<file path="config.mk">
export PLATFORM = sky130hd
export DESIGN_NAME = masked_minmax_normalize_to_16bit
export DESIGN_NICKNAME = d
export VERILOG_FILES = /design/src/design/mmn_pkg.sv /design/src/design/mmn_ctrl.sv /design/src/design/mmn_datapath.sv /design/src/design/masked_minmax_normalize_to_16bit.sv
export VERILOG_INCLUDE_DIRS = /design/src /design/src/design
export SDC_FILE = /design/constraint.sdc
export NUM_CORES = 2
export LEC_CHECK = 0
export BUFFER_PORTS_ARGS = -buffer_cell sky130_fd_sc_hd__buf_4
export CAP_MARGIN = 20
export CELL_PAD_IN_SITES_DETAIL_PLACEMENT = 0
export CELL_PAD_IN_SITES_GLOBAL_PLACEMENT = 2
export CORE_MARGIN = 5
export CORE_UTILIZATION = 45
export CTS_CLUSTER_SIZE = 20
export DETAILED_ROUTE_END_ITERATION = 12
export GPL_TIMING_DRIVEN = 0
export PLACE_DENSITY = 0.84
export SYNTH_ARGS = -nofsm -noshare
export SYNTH_HDL_FRONTEND = slang
export SYNTH_SLANG_ARGS = --single-unit
</file>
<file path="constraint.sdc">
create_clock -name clk -period 18.4 [get_ports clk]
set_input_delay 1.84 -clock clk [delete_from_list [all_inputs] [get_ports clk]]
set_output_delay 1.84 -clock clk [all_outputs]
set_load 0.05 [all_outputs]
</file>
<file path="src/design/masked_minmax_normalize_to_16bit_macros.svh">
// Assertion helpers used by the normalizer top-level RTL.
`ifndef MASKED_MINMAX_NORMALIZE_TO_16BIT_MACROS_SVH
`define MASKED_MINMAX_NORMALIZE_TO_16BIT_MACROS_SVH

// Check a property on every rising clock edge outside reset.
`define MMN_ASSERT(lbl, prop, msg) \
  lbl: assert property (@(posedge clk) disable iff (rst) prop) else $error(msg);

// Check that a condition holds in the cycle after a trigger.
`define MMN_ASSERT_NEXT(lbl, trig, cons, msg) \
  lbl: assert property (@(posedge clk) disable iff (rst) (trig) |=> (cons)) else $error(msg);

`endif

</file>
<file path="src/design/mmn_pkg.sv">
`timescale 1ns / 1ps

package mmn_pkg;

  // Default geometry
  localparam int COORD_BITS_DEF = 32;
  localparam int FRAC_BITS_DEF  = 16;

  // Fixed field widths
  localparam int ACTION_W    = 2;
  localparam int MASK_W      = 17;
  localparam int OUT_W       = 16;
  localparam int OUT_TDATA_W = 4 * OUT_W;
  localparam int CFG_INDEX_W = 3;
  localparam int AXIS_W      = 2;
  localparam int RATE_MAG_W  = 31;
  localparam int CHUNK_BITS  = 16;
  localparam int CHUNK_SEL_W = 2;

  // Action codes
  localparam logic [ACTION_W-1:0] ACT_CLEAR  = 2'd0;
  localparam logic [ACTION_W-1:0] ACT_GATHER = 2'd1;
  localparam logic [ACTION_W-1:0] ACT_EMIT   = 2'd2;

  // Register indexes
  localparam logic [CFG_INDEX_W-1:0] REG_X_SPAN_LOW  = 3'd0;
  localparam logic [CFG_INDEX_W-1:0] REG_X_SPAN_HIGH = 3'd1;
  localparam logic [CFG_INDEX_W-1:0] REG_Y_SPAN_LOW  = 3'd2;
  localparam logic [CFG_INDEX_W-1:0] REG_Y_SPAN_HIGH = 3'd3;
  localparam logic [CFG_INDEX_W-1:0] REG_Z_SPAN_LOW  = 3'd4;
  localparam logic [CFG_INDEX_W-1:0] REG_Z_SPAN_HIGH = 3'd5;

  // Axis codes
  localparam logic [AXIS_W-1:0] AXIS_X = 2'd0;
  localparam logic [AXIS_W-1:0] AXIS_Y = 2'd1;
  localparam logic [AXIS_W-1:0] AXIS_Z = 2'd2;

  // Thresholds and limits
  localparam logic [MASK_W-1:0] GATHER_LEVEL    = 17'd58982;
  localparam logic [MASK_W-1:0] ALPHA_LEVEL     = 17'd32768;
  localparam logic [OUT_W-1:0]  OUT_MAX         = 16'hFFFF;
  localparam logic [63:0]       SPAN_HIGH_RESET = 64'd4294967;

  typedef enum logic [3:0] {
    ST_IDLE,
    ST_DIV_START,
    ST_DIV_STEP,
    ST_DIV_DONE,
    ST_MUL_START,
    ST_MUL,
    ST_ACC,
    ST_AXIS_DONE,
    ST_DELIVER
  } mmn_state_t;

  // Commands from controller to datapath
  typedef struct packed {
    logic                   clear;
    logic                   gather;
    logic                   load_pixel;
    logic                   div_start;
    logic                   div_step;
    logic                   div_store;
    logic                   rates_set;
    logic                   mul_start;
    logic                   mul;
    logic                   acc;
    logic                   axis_store;
    logic                   publish;
    logic [AXIS_W-1:0]      axis;
    logic [CHUNK_SEL_W-1:0] chunk;
  } mmn_cmd_t;

  // Status from datapath to controller
  typedef struct packed {
    logic rates_ready;
    logic out_free;
  } mmn_status_t;

endpackage

</file>
<file path="src/design/mmn_ctrl.sv">
`timescale 1ns / 1ps

module mmn_ctrl #(
  parameter int COORD_BITS = mmn_pkg::COORD_BITS_DEF,
  parameter int FRAC_BITS  = mmn_pkg::FRAC_BITS_DEF
) (
  input  logic                          clk,
  input  logic                          rst,
  input  logic                          in_valid,
  input  logic [mmn_pkg::ACTION_W-1:0]  in_action,
  output logic                          in_ready,
  input  mmn_pkg::mmn_status_t          status,
  output mmn_pkg::mmn_cmd_t             cmd
);
  import mmn_pkg::*;

  localparam int NB     = COORD_BITS + 1 + FRAC_BITS;
  localparam int CNT_W  = $clog2(NB);
  localparam int NCHUNK = (COORD_BITS + 1 + CHUNK_BITS - 1) / CHUNK_BITS;

  mmn_state_t             state, state_next;
  logic [AXIS_W-1:0]      axis, axis_next;
  logic [CHUNK_SEL_W-1:0] chunk, chunk_next;
  logic [CNT_W-1:0]       bit_cnt, bit_cnt_next;
  logic                   accept;

  assign in_ready = (state == ST_IDLE);
  assign accept   = in_valid && in_ready;

  // Advance state and sequencing counters
  always_ff @(posedge clk) begin
    if (rst) begin
      state   <= ST_IDLE;
      axis    <= AXIS_X;
      chunk   <= '0;
      bit_cnt <= '0;
    end else begin
      state   <= state_next;
      axis    <= axis_next;
      chunk   <= chunk_next;
      bit_cnt <= bit_cnt_next;
    end
  end

  // Next state
  always_comb begin
    state_next   = state;
    axis_next    = axis;
    chunk_next   = chunk;
    bit_cnt_next = bit_cnt;
    case (state)
      ST_IDLE: begin
        if (accept && in_action == ACT_EMIT) begin
          axis_next  = AXIS_X;
          state_next = status.rates_ready ? ST_MUL_START : ST_DIV_START;
        end
      end
      ST_DIV_START: begin
        bit_cnt_next = CNT_W'(NB - 1);
        state_next   = ST_DIV_STEP;
      end
      ST_DIV_STEP: begin
        if (bit_cnt == '0) begin
          state_next = ST_DIV_DONE;
        end else begin
          bit_cnt_next = bit_cnt - 1'b1;
        end
      end
      ST_DIV_DONE: begin
        if (axis == AXIS_Z) begin
          axis_next  = AXIS_X;
          state_next = ST_MUL_START;
        end else begin
          axis_next  = axis + 1'b1;
          state_next = ST_DIV_START;
        end
      end
      ST_MUL_START: begin
        chunk_next = '0;
        state_next = ST_MUL;
      end
      ST_MUL: begin
        state_next = ST_ACC;
      end
      ST_ACC: begin
        if (chunk == CHUNK_SEL_W'(NCHUNK - 1)) begin
          state_next = ST_AXIS_DONE;
        end else begin
          chunk_next = chunk + 1'b1;
          state_next = ST_MUL;
        end
      end
      ST_AXIS_DONE: begin
        if (axis == AXIS_Z) begin
          state_next = ST_DELIVER;
        end else begin
          axis_next  = axis + 1'b1;
          state_next = ST_MUL_START;
        end
      end
      ST_DELIVER: begin
        if (status.out_free) begin
          state_next = ST_IDLE;
        end
      end
      default: begin
        state_next = ST_IDLE;
      end
    endcase
  end

  // Datapath commands
  always_comb begin
    cmd       = '0;
    cmd.axis  = axis;
    cmd.chunk = chunk;
    case (state)
      ST_IDLE: begin
        cmd.clear      = accept && in_action == ACT_CLEAR;
        cmd.gather     = accept && in_action == ACT_GATHER;
        cmd.load_pixel = accept && in_action == ACT_EMIT;
      end
      ST_DIV_START: cmd.div_start = 1'b1;
      ST_DIV_STEP:  cmd.div_step  = 1'b1;
      ST_DIV_DONE: begin
        cmd.div_store = 1'b1;
        cmd.rates_set = (axis == AXIS_Z);
      end
      ST_MUL_START: cmd.mul_start  = 1'b1;
      ST_MUL:       cmd.mul        = 1'b1;
      ST_ACC:       cmd.acc        = 1'b1;
      ST_AXIS_DONE: cmd.axis_store = 1'b1;
      ST_DELIVER:   cmd.publish    = status.out_free;
      default: begin
        cmd.publish = 1'b0;
      end
    endcase
  end

endmodule

</file>
<file path="src/design/mmn_datapath.sv">
`timescale 1ns / 1ps

module mmn_datapath #(
  parameter int COORD_BITS = mmn_pkg::COORD_BITS_DEF,
  parameter int FRAC_BITS  = mmn_pkg::FRAC_BITS_DEF
) (
  input  logic                                 clk,
  input  logic                                 rst,
  input  logic                                 cfg_wr_en,
  input  logic [mmn_pkg::CFG_INDEX_W-1:0]      cfg_index,
  input  logic [COORD_BITS-1:0]                cfg_wdata,
  input  logic signed [COORD_BITS-1:0]         coord_x,
  input  logic signed [COORD_BITS-1:0]         coord_y,
  input  logic signed [COORD_BITS-1:0]         coord_z,
  input  logic [mmn_pkg::MASK_W-1:0]           mask,
  input  mmn_pkg::mmn_cmd_t                    cmd,
  output mmn_pkg::mmn_status_t                 status,
  output logic                                 out_valid,
  input  logic                                 out_ready,
  output logic [mmn_pkg::OUT_TDATA_W-1:0]      out_data,
  output logic                                 out_fault
);
  import mmn_pkg::*;

  localparam int CB      = COORD_BITS;
  localparam int NB      = CB + 1 + FRAC_BITS;
  localparam int QW      = (NB > 32) ? NB : 32;
  localparam int NCHUNK  = (CB + 1 + CHUNK_BITS - 1) / CHUNK_BITS;
  localparam int DW      = NCHUNK * CHUNK_BITS;
  localparam int PROD_W  = CHUNK_BITS + RATE_MAG_W;
  localparam int ACC_RAW = DW + RATE_MAG_W;
  localparam int ACC_W   = (ACC_RAW > 2 * FRAC_BITS + OUT_W) ? ACC_RAW
                                                            : 2 * FRAC_BITS + OUT_W + 1;
  localparam int SH      = 2 * FRAC_BITS;
  localparam logic [CB-1:0] MOST_POS = {1'b0, {(CB - 1){1'b1}}};
  localparam logic [CB-1:0] MOST_NEG = {1'b1, {(CB - 1){1'b0}}};

  // Configuration and statistics
  logic signed [CB-1:0] span_lo [3];
  logic signed [CB-1:0] span_hi [3];
  logic signed [CB-1:0] low_v   [3];
  logic signed [CB-1:0] high_v  [3];
  logic                 rates_ready;

  // Latched emit pixel
  logic signed [CB-1:0] pix [3];
  logic [MASK_W-1:0]    pix_mask;

  // Divider
  logic [NB-1:0] dvd;
  logic [CB:0]   rem;
  logic [CB:0]   den;
  logic [QW-1:0] quo;

  // Rates as sign and magnitude
  logic [RATE_MAG_W-1:0] rate_mag [3];
  logic                  rate_neg [3];

  // Multiplier
  logic [DW-1:0]     dmag;
  logic              prod_neg;
  logic [PROD_W-1:0] prod;
  logic [ACC_W-1:0]  acc;

  // Results
  logic [OUT_W-1:0] res_val [3];
  logic             res_fault;

  // Axis-selected values
  logic signed [CB-1:0] sel_lo, sel_hi, sel_low, sel_high, sel_pix;
  logic [CB:0]          num, num_mag, span_obs, diff, diff_mag, trial;
  logic                 sel_empty, fold;
  logic                 big, mzero;
  logic [OUT_W-1:0]     axis_val;
  logic                 axis_fault;

  assign sel_lo    = span_lo[cmd.axis];
  assign sel_hi    = span_hi[cmd.axis];
  assign sel_low   = low_v[cmd.axis];
  assign sel_high  = high_v[cmd.axis];
  assign sel_pix   = pix[cmd.axis];
  assign sel_empty = !(sel_high > sel_low);

  assign num      = {sel_hi[CB-1], sel_hi} - {sel_lo[CB-1], sel_lo};
  assign num_mag  = num[CB] ? (~num + {{CB{1'b0}}, 1'b1}) : num;
  assign span_obs = {sel_high[CB-1], sel_high} - {sel_low[CB-1], sel_low};
  assign diff     = {sel_pix[CB-1], sel_pix} - {sel_low[CB-1], sel_low};
  assign diff_mag = diff[CB] ? (~diff + {{CB{1'b0}}, 1'b1}) : diff;
  assign trial    = {rem[CB-1:0], dvd[NB-1]};
  assign fold     = mask > GATHER_LEVEL;

  // Saturate the scaled product of the current axis
  assign big   = |acc[ACC_W-1:SH+OUT_W];
  assign mzero = (acc[ACC_W-1:SH] == '0);
  always_comb begin
    axis_val   = acc[SH+OUT_W-1:SH];
    axis_fault = 1'b0;
    if (sel_empty) begin
      axis_val   = '0;
      axis_fault = 1'b1;
    end else if (mzero) begin
      axis_val = '0;
    end else if (prod_neg) begin
      axis_val   = '0;
      axis_fault = 1'b1;
    end else if (big) begin
      axis_val   = OUT_MAX;
      axis_fault = 1'b1;
    end
  end

  // Take configuration writes
  always_ff @(posedge clk) begin
    if (rst) begin
      span_lo[0] <= '0;
      span_lo[1] <= '0;
      span_lo[2] <= '0;
      span_hi[0] <= SPAN_HIGH_RESET[CB-1:0];
      span_hi[1] <= SPAN_HIGH_RESET[CB-1:0];
      span_hi[2] <= SPAN_HIGH_RESET[CB-1:0];
    end else if (cfg_wr_en) begin
      case (cfg_index)
        REG_X_SPAN_LOW:  span_lo[0] <= cfg_wdata;
        REG_X_SPAN_HIGH: span_hi[0] <= cfg_wdata;
        REG_Y_SPAN_LOW:  span_lo[1] <= cfg_wdata;
        REG_Y_SPAN_HIGH: span_hi[1] <= cfg_wdata;
        REG_Z_SPAN_LOW:  span_lo[2] <= cfg_wdata;
        REG_Z_SPAN_HIGH: span_hi[2] <= cfg_wdata;
        default: begin
          span_lo[0] <= span_lo[0];
        end
      endcase
    end
  end

  // Clear or fold the running bounds
  always_ff @(posedge clk) begin
    if (rst || cmd.clear) begin
      for (int i = 0; i < 3; i++) begin
        low_v[i]  <= MOST_POS;
        high_v[i] <= MOST_NEG;
      end
      rates_ready <= 1'b0;
    end else if (cmd.gather) begin
      if (fold) begin
        if (coord_x < low_v[0])  low_v[0]  <= coord_x;
        if (coord_x > high_v[0]) high_v[0] <= coord_x;
        if (coord_y < low_v[1])  low_v[1]  <= coord_y;
        if (coord_y > high_v[1]) high_v[1] <= coord_y;
        if (coord_z < low_v[2])  low_v[2]  <= coord_z;
        if (coord_z > high_v[2]) high_v[2] <= coord_z;
      end
      rates_ready <= 1'b0;
    end else if (cmd.rates_set) begin
      rates_ready <= 1'b1;
    end
  end

  // Hold the emit pixel
  always_ff @(posedge clk) begin
    if (cmd.load_pixel) begin
      pix[0]   <= coord_x;
      pix[1]   <= coord_y;
      pix[2]   <= coord_z;
      pix_mask <= mask;
    end
  end

  // Restoring divider, one quotient bit per cycle
  always_ff @(posedge clk) begin
    if (cmd.div_start) begin
      dvd <= {num_mag, {FRAC_BITS{1'b0}}};
      rem <= '0;
      den <= span_obs;
      quo <= '0;
    end else if (cmd.div_step) begin
      dvd <= {dvd[NB-2:0], 1'b0};
      if (trial >= den) begin
        rem <= trial - den;
        quo <= {quo[QW-2:0], 1'b1};
      end else begin
        rem <= trial;
        quo <= {quo[QW-2:0], 1'b0};
      end
    end
  end

  // Store the clamped rate of the current axis
  always_ff @(posedge clk) begin
    if (cmd.div_store) begin
      if (sel_empty) begin
        rate_mag[cmd.axis] <= '0;
        rate_neg[cmd.axis] <= 1'b0;
      end else begin
        rate_mag[cmd.axis] <= (|quo[QW-1:RATE_MAG_W]) ? {RATE_MAG_W{1'b1}}
                                                      : quo[RATE_MAG_W-1:0];
        rate_neg[cmd.axis] <= num[CB];
      end
    end
  end

  // Multiply offset magnitude by rate, one chunk per pass
  always_ff @(posedge clk) begin
    if (cmd.mul_start) begin
      dmag     <= DW'(diff_mag);
      prod_neg <= diff[CB] ^ rate_neg[cmd.axis];
      acc      <= '0;
    end else if (cmd.mul) begin
      prod <= rate_mag[cmd.axis] * dmag[cmd.chunk * CHUNK_BITS +: CHUNK_BITS];
    end else if (cmd.acc) begin
      acc <= acc + (ACC_W'(prod) << (cmd.chunk * CHUNK_BITS));
    end
  end

  // Collect per-axis results
  always_ff @(posedge clk) begin
    if (cmd.load_pixel) begin
      res_fault <= 1'b0;
    end else if (cmd.axis_store) begin
      res_val[cmd.axis] <= axis_val;
      res_fault         <= res_fault | axis_fault;
    end
  end

  // Output register: load on publish, drop after the transfer
  always_ff @(posedge clk) begin
    if (rst) begin
      out_valid <= 1'b0;
    end else if (cmd.publish) begin
      out_valid <= 1'b1;
    end else if (out_ready) begin
      out_valid <= 1'b0;
    end
  end

  always_ff @(posedge clk) begin
    if (cmd.publish) begin
      out_data  <= {(pix_mask > ALPHA_LEVEL) ? OUT_MAX : {OUT_W{1'b0}},
                    res_val[2], res_val[1], res_val[0]};
      out_fault <= res_fault;
    end
  end

  assign status.rates_ready = rates_ready;
  assign status.out_free    = !out_valid || out_ready;

endmodule

</file>
<file path="src/design/masked_minmax_normalize_to_16bit.sv">
`timescale 1ns / 1ps

// Masked min-max normalizer: clear (action 0) and gather (action 1) act on
// acceptance and may follow each other back to back; a gathered pixel folds
// into the per-axis bounds when its mask is above 0.9. An emit (action 2)
// yields one result, (v - min) * rate per axis saturated to 16 bits, plus
// alpha and a fault flag, computed on the shared 31x16 multiplier that
// walks each axis offset in NCHUNK = ceil((COORD_BITS + 1) / 16) chunks
// of 16 bits. The first emit after reset, clear or gather also works out
// the three rates on a restoring divider that retires one quotient bit per
// cycle. Inputs are not taken while an emit is in progress; a finished
// result waits in the output register while the next item is taken.
module masked_minmax_normalize_to_16bit #(
  parameter int COORD_BITS = mmn_pkg::COORD_BITS_DEF,
  parameter int FRAC_BITS  = mmn_pkg::FRAC_BITS_DEF
) (
  input  logic                                clk,
  input  logic                                rst,
  // configuration write port
  input  logic                                cfg_wr_en,
  input  logic [mmn_pkg::CFG_INDEX_W-1:0]     cfg_index,
  input  logic [COORD_BITS-1:0]               cfg_wdata,
  // input stream
  input  logic                                s_axis_tvalid,
  output logic                                s_axis_tready,
  // coord_x, coord_y, coord_z, mask, zero fill
  input  logic [((3*COORD_BITS+mmn_pkg::MASK_W+7)/8)*8-1:0] s_axis_tdata,
  // action
  input  logic [mmn_pkg::ACTION_W-1:0]        s_axis_tuser,
  // result stream
  output logic                                m_axis_tvalid,
  input  logic                                m_axis_tready,
  // out_x, out_y, out_z, out_alpha
  output logic [mmn_pkg::OUT_TDATA_W-1:0]     m_axis_tdata,
  // range_fault
  output logic [0:0]                          m_axis_tuser
);
  import mmn_pkg::*;

  localparam int CB = COORD_BITS;

  mmn_cmd_t             cmd;
  mmn_status_t          status;
  logic signed [CB-1:0] coord_x, coord_y, coord_z;
  logic [MASK_W-1:0]    mask;
  logic                 out_fault;

  // Unpack the input transfer
  assign coord_x = s_axis_tdata[CB-1:0];
  assign coord_y = s_axis_tdata[2*CB-1:CB];
  assign coord_z = s_axis_tdata[3*CB-1:2*CB];
  assign mask    = s_axis_tdata[3*CB+MASK_W-1:3*CB];

  mmn_ctrl #(
    .COORD_BITS(COORD_BITS),
    .FRAC_BITS (FRAC_BITS)
  ) u_ctrl (
    .clk      (clk),
    .rst      (rst),
    .in_valid (s_axis_tvalid),
    .in_action(s_axis_tuser),
    .in_ready (s_axis_tready),
    .status   (status),
    .cmd      (cmd)
  );

  mmn_datapath #(
    .COORD_BITS(COORD_BITS),
    .FRAC_BITS (FRAC_BITS)
  ) u_datapath (
    .clk      (clk),
    .rst      (rst),
    .cfg_wr_en(cfg_wr_en),
    .cfg_index(cfg_index),
    .cfg_wdata(cfg_wdata),
    .coord_x  (coord_x),
    .coord_y  (coord_y),
    .coord_z  (coord_z),
    .mask     (mask),
    .cmd      (cmd),
    .status   (status),
    .out_valid(m_axis_tvalid),
    .out_ready(m_axis_tready),
    .out_data (m_axis_tdata),
    .out_fault(out_fault)
  );

  assign m_axis_tuser = out_fault;

  `include "masked_minmax_normalize_to_16bit_macros.svh"

  // An emit transfer keeps the input closed on the next cycle
  `MMN_ASSERT_NEXT(a_emit_blocks_input, s_axis_tvalid && s_axis_tready && s_axis_tuser == ACT_EMIT, !s_axis_tready, "input open right after emit")
  // A result is never loaded over one still waiting
  `MMN_ASSERT(a_no_overwrite, !(cmd.publish && m_axis_tvalid && !m_axis_tready), "pending result overwritten")
  // A result appears only after the controller publishes it
  `MMN_ASSERT(a_valid_from_publish, ($rose(m_axis_tvalid) |-> $past(cmd.publish)), "result valid without publish")

endmodule

</file>
==> impl_metrics.py <==
metrics = {
    "status": {
        "status": "finished, final reports clean",
    },
    "routing": {
        "routed_wl_mm": 219,
        "viasPerCell": 5.52,
        "firstDrtPassIters": 5,
        "drtAntennaViolNets": 0,
        "routedWlPerCell_um": 22.4,
        "num_vias": 54100,
        "drc": 0,
        "dr.first_iter.drc_count": 4156,
    },
    "placed_design": {
        "routabilityCongestion": 0.914,
        "dp_worst_setup_slack_ns": 7.21,
        "dp_hpwl_mm": 179,
        "dpl.cell_count": 9582,
        "placed_area_um2": 77300,
        "portBuffers": 220,
    },
    "timing": {
        "finalWorstSetupSlack_ns": 7.11,
        "skew_ns": 0.0552,
        "fmax_mhz": 88.6,
        "tightestPinTransition_ns": 1.20,
        "slew_violations": 0,
        "slew_headroom_pct": 19.8,
        "min_period_ns": 11.29,
        "hold_viol_final": 0,
        "rsz0062_at_grt": "false",
        "hold_slack_ns": 0.416,
        "setup_viol": 0,
        "finalSetupTns_ns": 0,
        "finalCritPeriodShare_pct": 61.4,
    },
    "critical_path": {
        "arrival_ns": 11.78,
        "worstSetupEndpointType": "flip-flop",
        "crit_start": "u_ctrl.chunk[0]",
        "worstReg2RegStart": "u_ctrl.chunk[0]",
        "reg2reg_slack_ns": 7.11,
        "path_max_fanout": 10,
        "r2r_end": "u_datapath.prod[39]",
        "cpPeakStageDelay_ns": 0.96,
        "path_common_cell": "fa_1",
        "cp_num_buf_inv": 7,
        "cpMaxStageDelayCell": "a2111oi_0",
        "required_ns": 18.89,
        "r2r_cells": 29,
        "worstSetupPathType": "flip-flop to flip-flop",
        "start_kind": "flip-flop",
        "cp_top_family": "adder cells",
    },
    "final_layout": {
        "nets": 8713,
        "drive_above_1_share_pct": 7.43,
        "fin_area_um2": 81400,
        "final_cell_count_no_fill": 9802,
        "nFillCells": 14700,
        "area_growth_pct": 12.6,
    },
    "synth": {
        "async_reset_ff_share_pct": 0,
        "synthDistinctLibCells": 97,
        "ys_warn_count": 0,
        "ys_ff_latch": 1017,
        "ys.flop_type": "edfxtp_1",
        "synth_area_um2": 72200,
        "ys_seq_area_share_pct": 39.8,
        "synth_enable_flop_cells": 838,
        "avgSynthCellArea_um2": 10.0,
        "syn-instance-count": 7224,
        "synth_nets": 8321,
    },
    "power_and_ir_drop": {
        "vdd_ir_drop_max_uv": 740,
        "power_density_nw_per_um2": 196,
        "p_leak_uw": 0.0338,
    },
    "worst_hold_path": {
        "min-delay-start": "u_datapath.res_val[0][10]",
        "whs_path_depth": 0,
        "holdPathEnd": "m_axis_tdata[10]",
        "hp-class": "flip-flop to flip-flop",
    },
    "cts": {
        "cts.sink_count": 1017,
        "cts_max_level": 3,
        "clk_pin_slew_ns": 0.06,
        "numCtsBuffers": 113,
        "clkLatencyLatePin_ns": 0.77,
        "cts_root_buf": "clkbuf_16",
        "cts_tree": "built",
        "cts_hold_repair.buffers": 0,
        "cts_buffer_depth": 3,
        "cts_resized": 0,
        "post_cts_buffers": 0,
    },
    "die": {
        "core_area_um2": 160000,
        "die-area_um2": 169000,
        "fp.dieH_um": 411,
        "floorplan.initialDensity_pct": 45.1,
        "row_count": 147,
        "ios": 229,
        "chipWidth_um": 411,
    },
    "global_routing": {
        "grtUsageTotal_pct": 25.7,
        "grt_pass1_vias": 54200,
        "grt_max_degree": 97,
        "grt_pass1_wl_mm": 332,
        "grt_antenna_before_repair": 7,
        "overflow": 0,
    },
    "run": {
        "cap_viol_max_count": 0,
    },
}
==> placed cells by master, fill, tap and decap left out, types with 179 or more instances in the layout <==
| cell | instances |
|---|---|
| fa_1 | 409 |
| clkbuf_1 | 284 |
| edfxtp_1 | 838 |
| nor2_1 | 524 |
| buf_4 | 258 |
| inv_1 | 782 |
| mux2i_1 | 248 |
| a21oi_1 | 488 |
| ha_1 | 526 |
| nand2_1 | 746 |
| o21ai_0 | 359 |
| dfxtp_1 | 179 |
| xnor2_1 | 188 |
==> final cells by class <==
cell class | instances | area [µm²] | area share [%]
buffer | 320 | 1280 | 1.57
antenna | 1 | 2.50 | 0.00308
tap | 2086 | 2610 | 3.21
sequential | 1017 | 28700 | 35.3
multi-input combinational | 5101 | 39400 | 48.4
clock buffer | 129 | 2920 | 3.59
clock inverter | 85 | 1080 | 1.33
timing repair buffer | 277 | 2400 | 2.96
inverter | 786 | 2960 | 3.63
==> flip-flops by register name, summed over array words and instances, names as in the netlist, 6 cells and up, named ones only <==
register / cells
u_datapath.pix_mask: 17
u_datapath.dvd: 33
u_datapath.rate_mag: 93
u_datapath.quo: 49
u_datapath.den: 33
m_axis_tdata: 48
u_datapath.acc: 79
u_datapath.high_v: 96
u_datapath.prod: 47
u_datapath.rem: 32
u_datapath.low_v: 96
u_datapath.res_val: 48
u_datapath.span_lo: 96
u_datapath.pix: 96
u_datapath.dmag: 33
u_ctrl.bit_cnt: 6
u_datapath.span_hi: 96
==> synthesized netlist by cell type, types with 13 or more instances <==
master	n	area share (%)
o21ai_0	366	2.5
buf_4	15	0.16
nor2_1	525	2.7
o21ai_1	31	0.21
o31ai_1	20	0.21
a31oi_1	32	0.28
mux2i_1	248	3.4
o211ai_1	17	0.18
a2111oi_0	24	0.29
nand2_1	746	3.9
fa_1	409	11
xnor2_1	188	2.3
mux2_2	17	0.26
o21a_1	93	0.97
or3_1	18	0.16
nor2b_1	163	1.4
and3_1	38	0.33
a21boi_0	13	0.14
a211oi_1	47	0.49
ha_1	526	9.1
dfxtp_1	179	5.0
inv_1	783	4.1
and2_1	115	1.0
or2_2	27	0.23
xor2_1	92	1.1
edfxtp_1	838	35
nand4_1	71	0.61
nor3_1	84	0.58
nand3_1	77	0.53
nand2b_1	152	1.3
o21bai_1	39	0.41
a21oi_1	488	3.4
clkbuf_1	273	1.4
a22o_1	36	0.44
buf_1	28	0.15
a221oi_1	28	0.34
nor4_1	42	0.36
a21o_1	161	1.7
==> report_power, final <==
group	total (µW)	internal, µW	switching, µW	leakage [µW]
Combinational	10200	4050	6170	0.0227
Sequential	3270	3170	96.5	0.00912
Clock	2420	1420	1000	0.00189
==> cell families after synthesis <==
logic type | synth area share [%]
mux | 3.70
flops | 39.8
simple gates | 13.8
xor+xnor | 3.42
buf+inv | 5.85
compound gates | 13.0
fa+ha+maj | 20.4
==> routing by layer <==
| layer | vias to the layer above | share of wire (%) | GRT usage (%) |
|---|---|---|---|
| li1 | 25800 | - | - |
| met4 | 0 | 3.2 | 7.89 |
| met5 | - | 0 | 0 |
| met3 | 266 | 4.8 | 3.01 |
| met1 | 26800 | 44 | 34.5 |
| met2 | 1334 | 48 | 43.9 |
==> how the worst max path moves through the flow <==
stage / end / slack (ns) / cells past startpoint
floorplan: u_datapath.prod[43] / 9.81 / 30
global placement: u_datapath.prod[39] / 6.70 / 27
detailed placement: u_datapath.prod[43] / 7.21 / 30
CTS: u_datapath.prod[43] / 7.14 / 30
global route: u_datapath.prod[43] / 6.49 / 30
finish: u_datapath.prod[39] / 7.11 / 29
==> worst reg2reg max path, delay by kind of cell (launching register included) <==
kind	cells	cell delay, ns
flops	1	0.30
compound gates	8	2.93
buf+inv	7	2.30
fa+ha+maj	7	3.45
xor+xnor	1	0.18
simple gates	5	1.52
mux	1	0.33
==> stage by stage <==
stage,power [µW],utilization [%]
2_1_floorplan,10500,-
3_3_place_gp,13600,47.8
3_5_place_dp,13600,48.3
4_1_cts,16100,50.8
5_1_grt,17300,50.8
6_report,15900,50.8
Note: power is estimated with default switching activity, not from simulation.
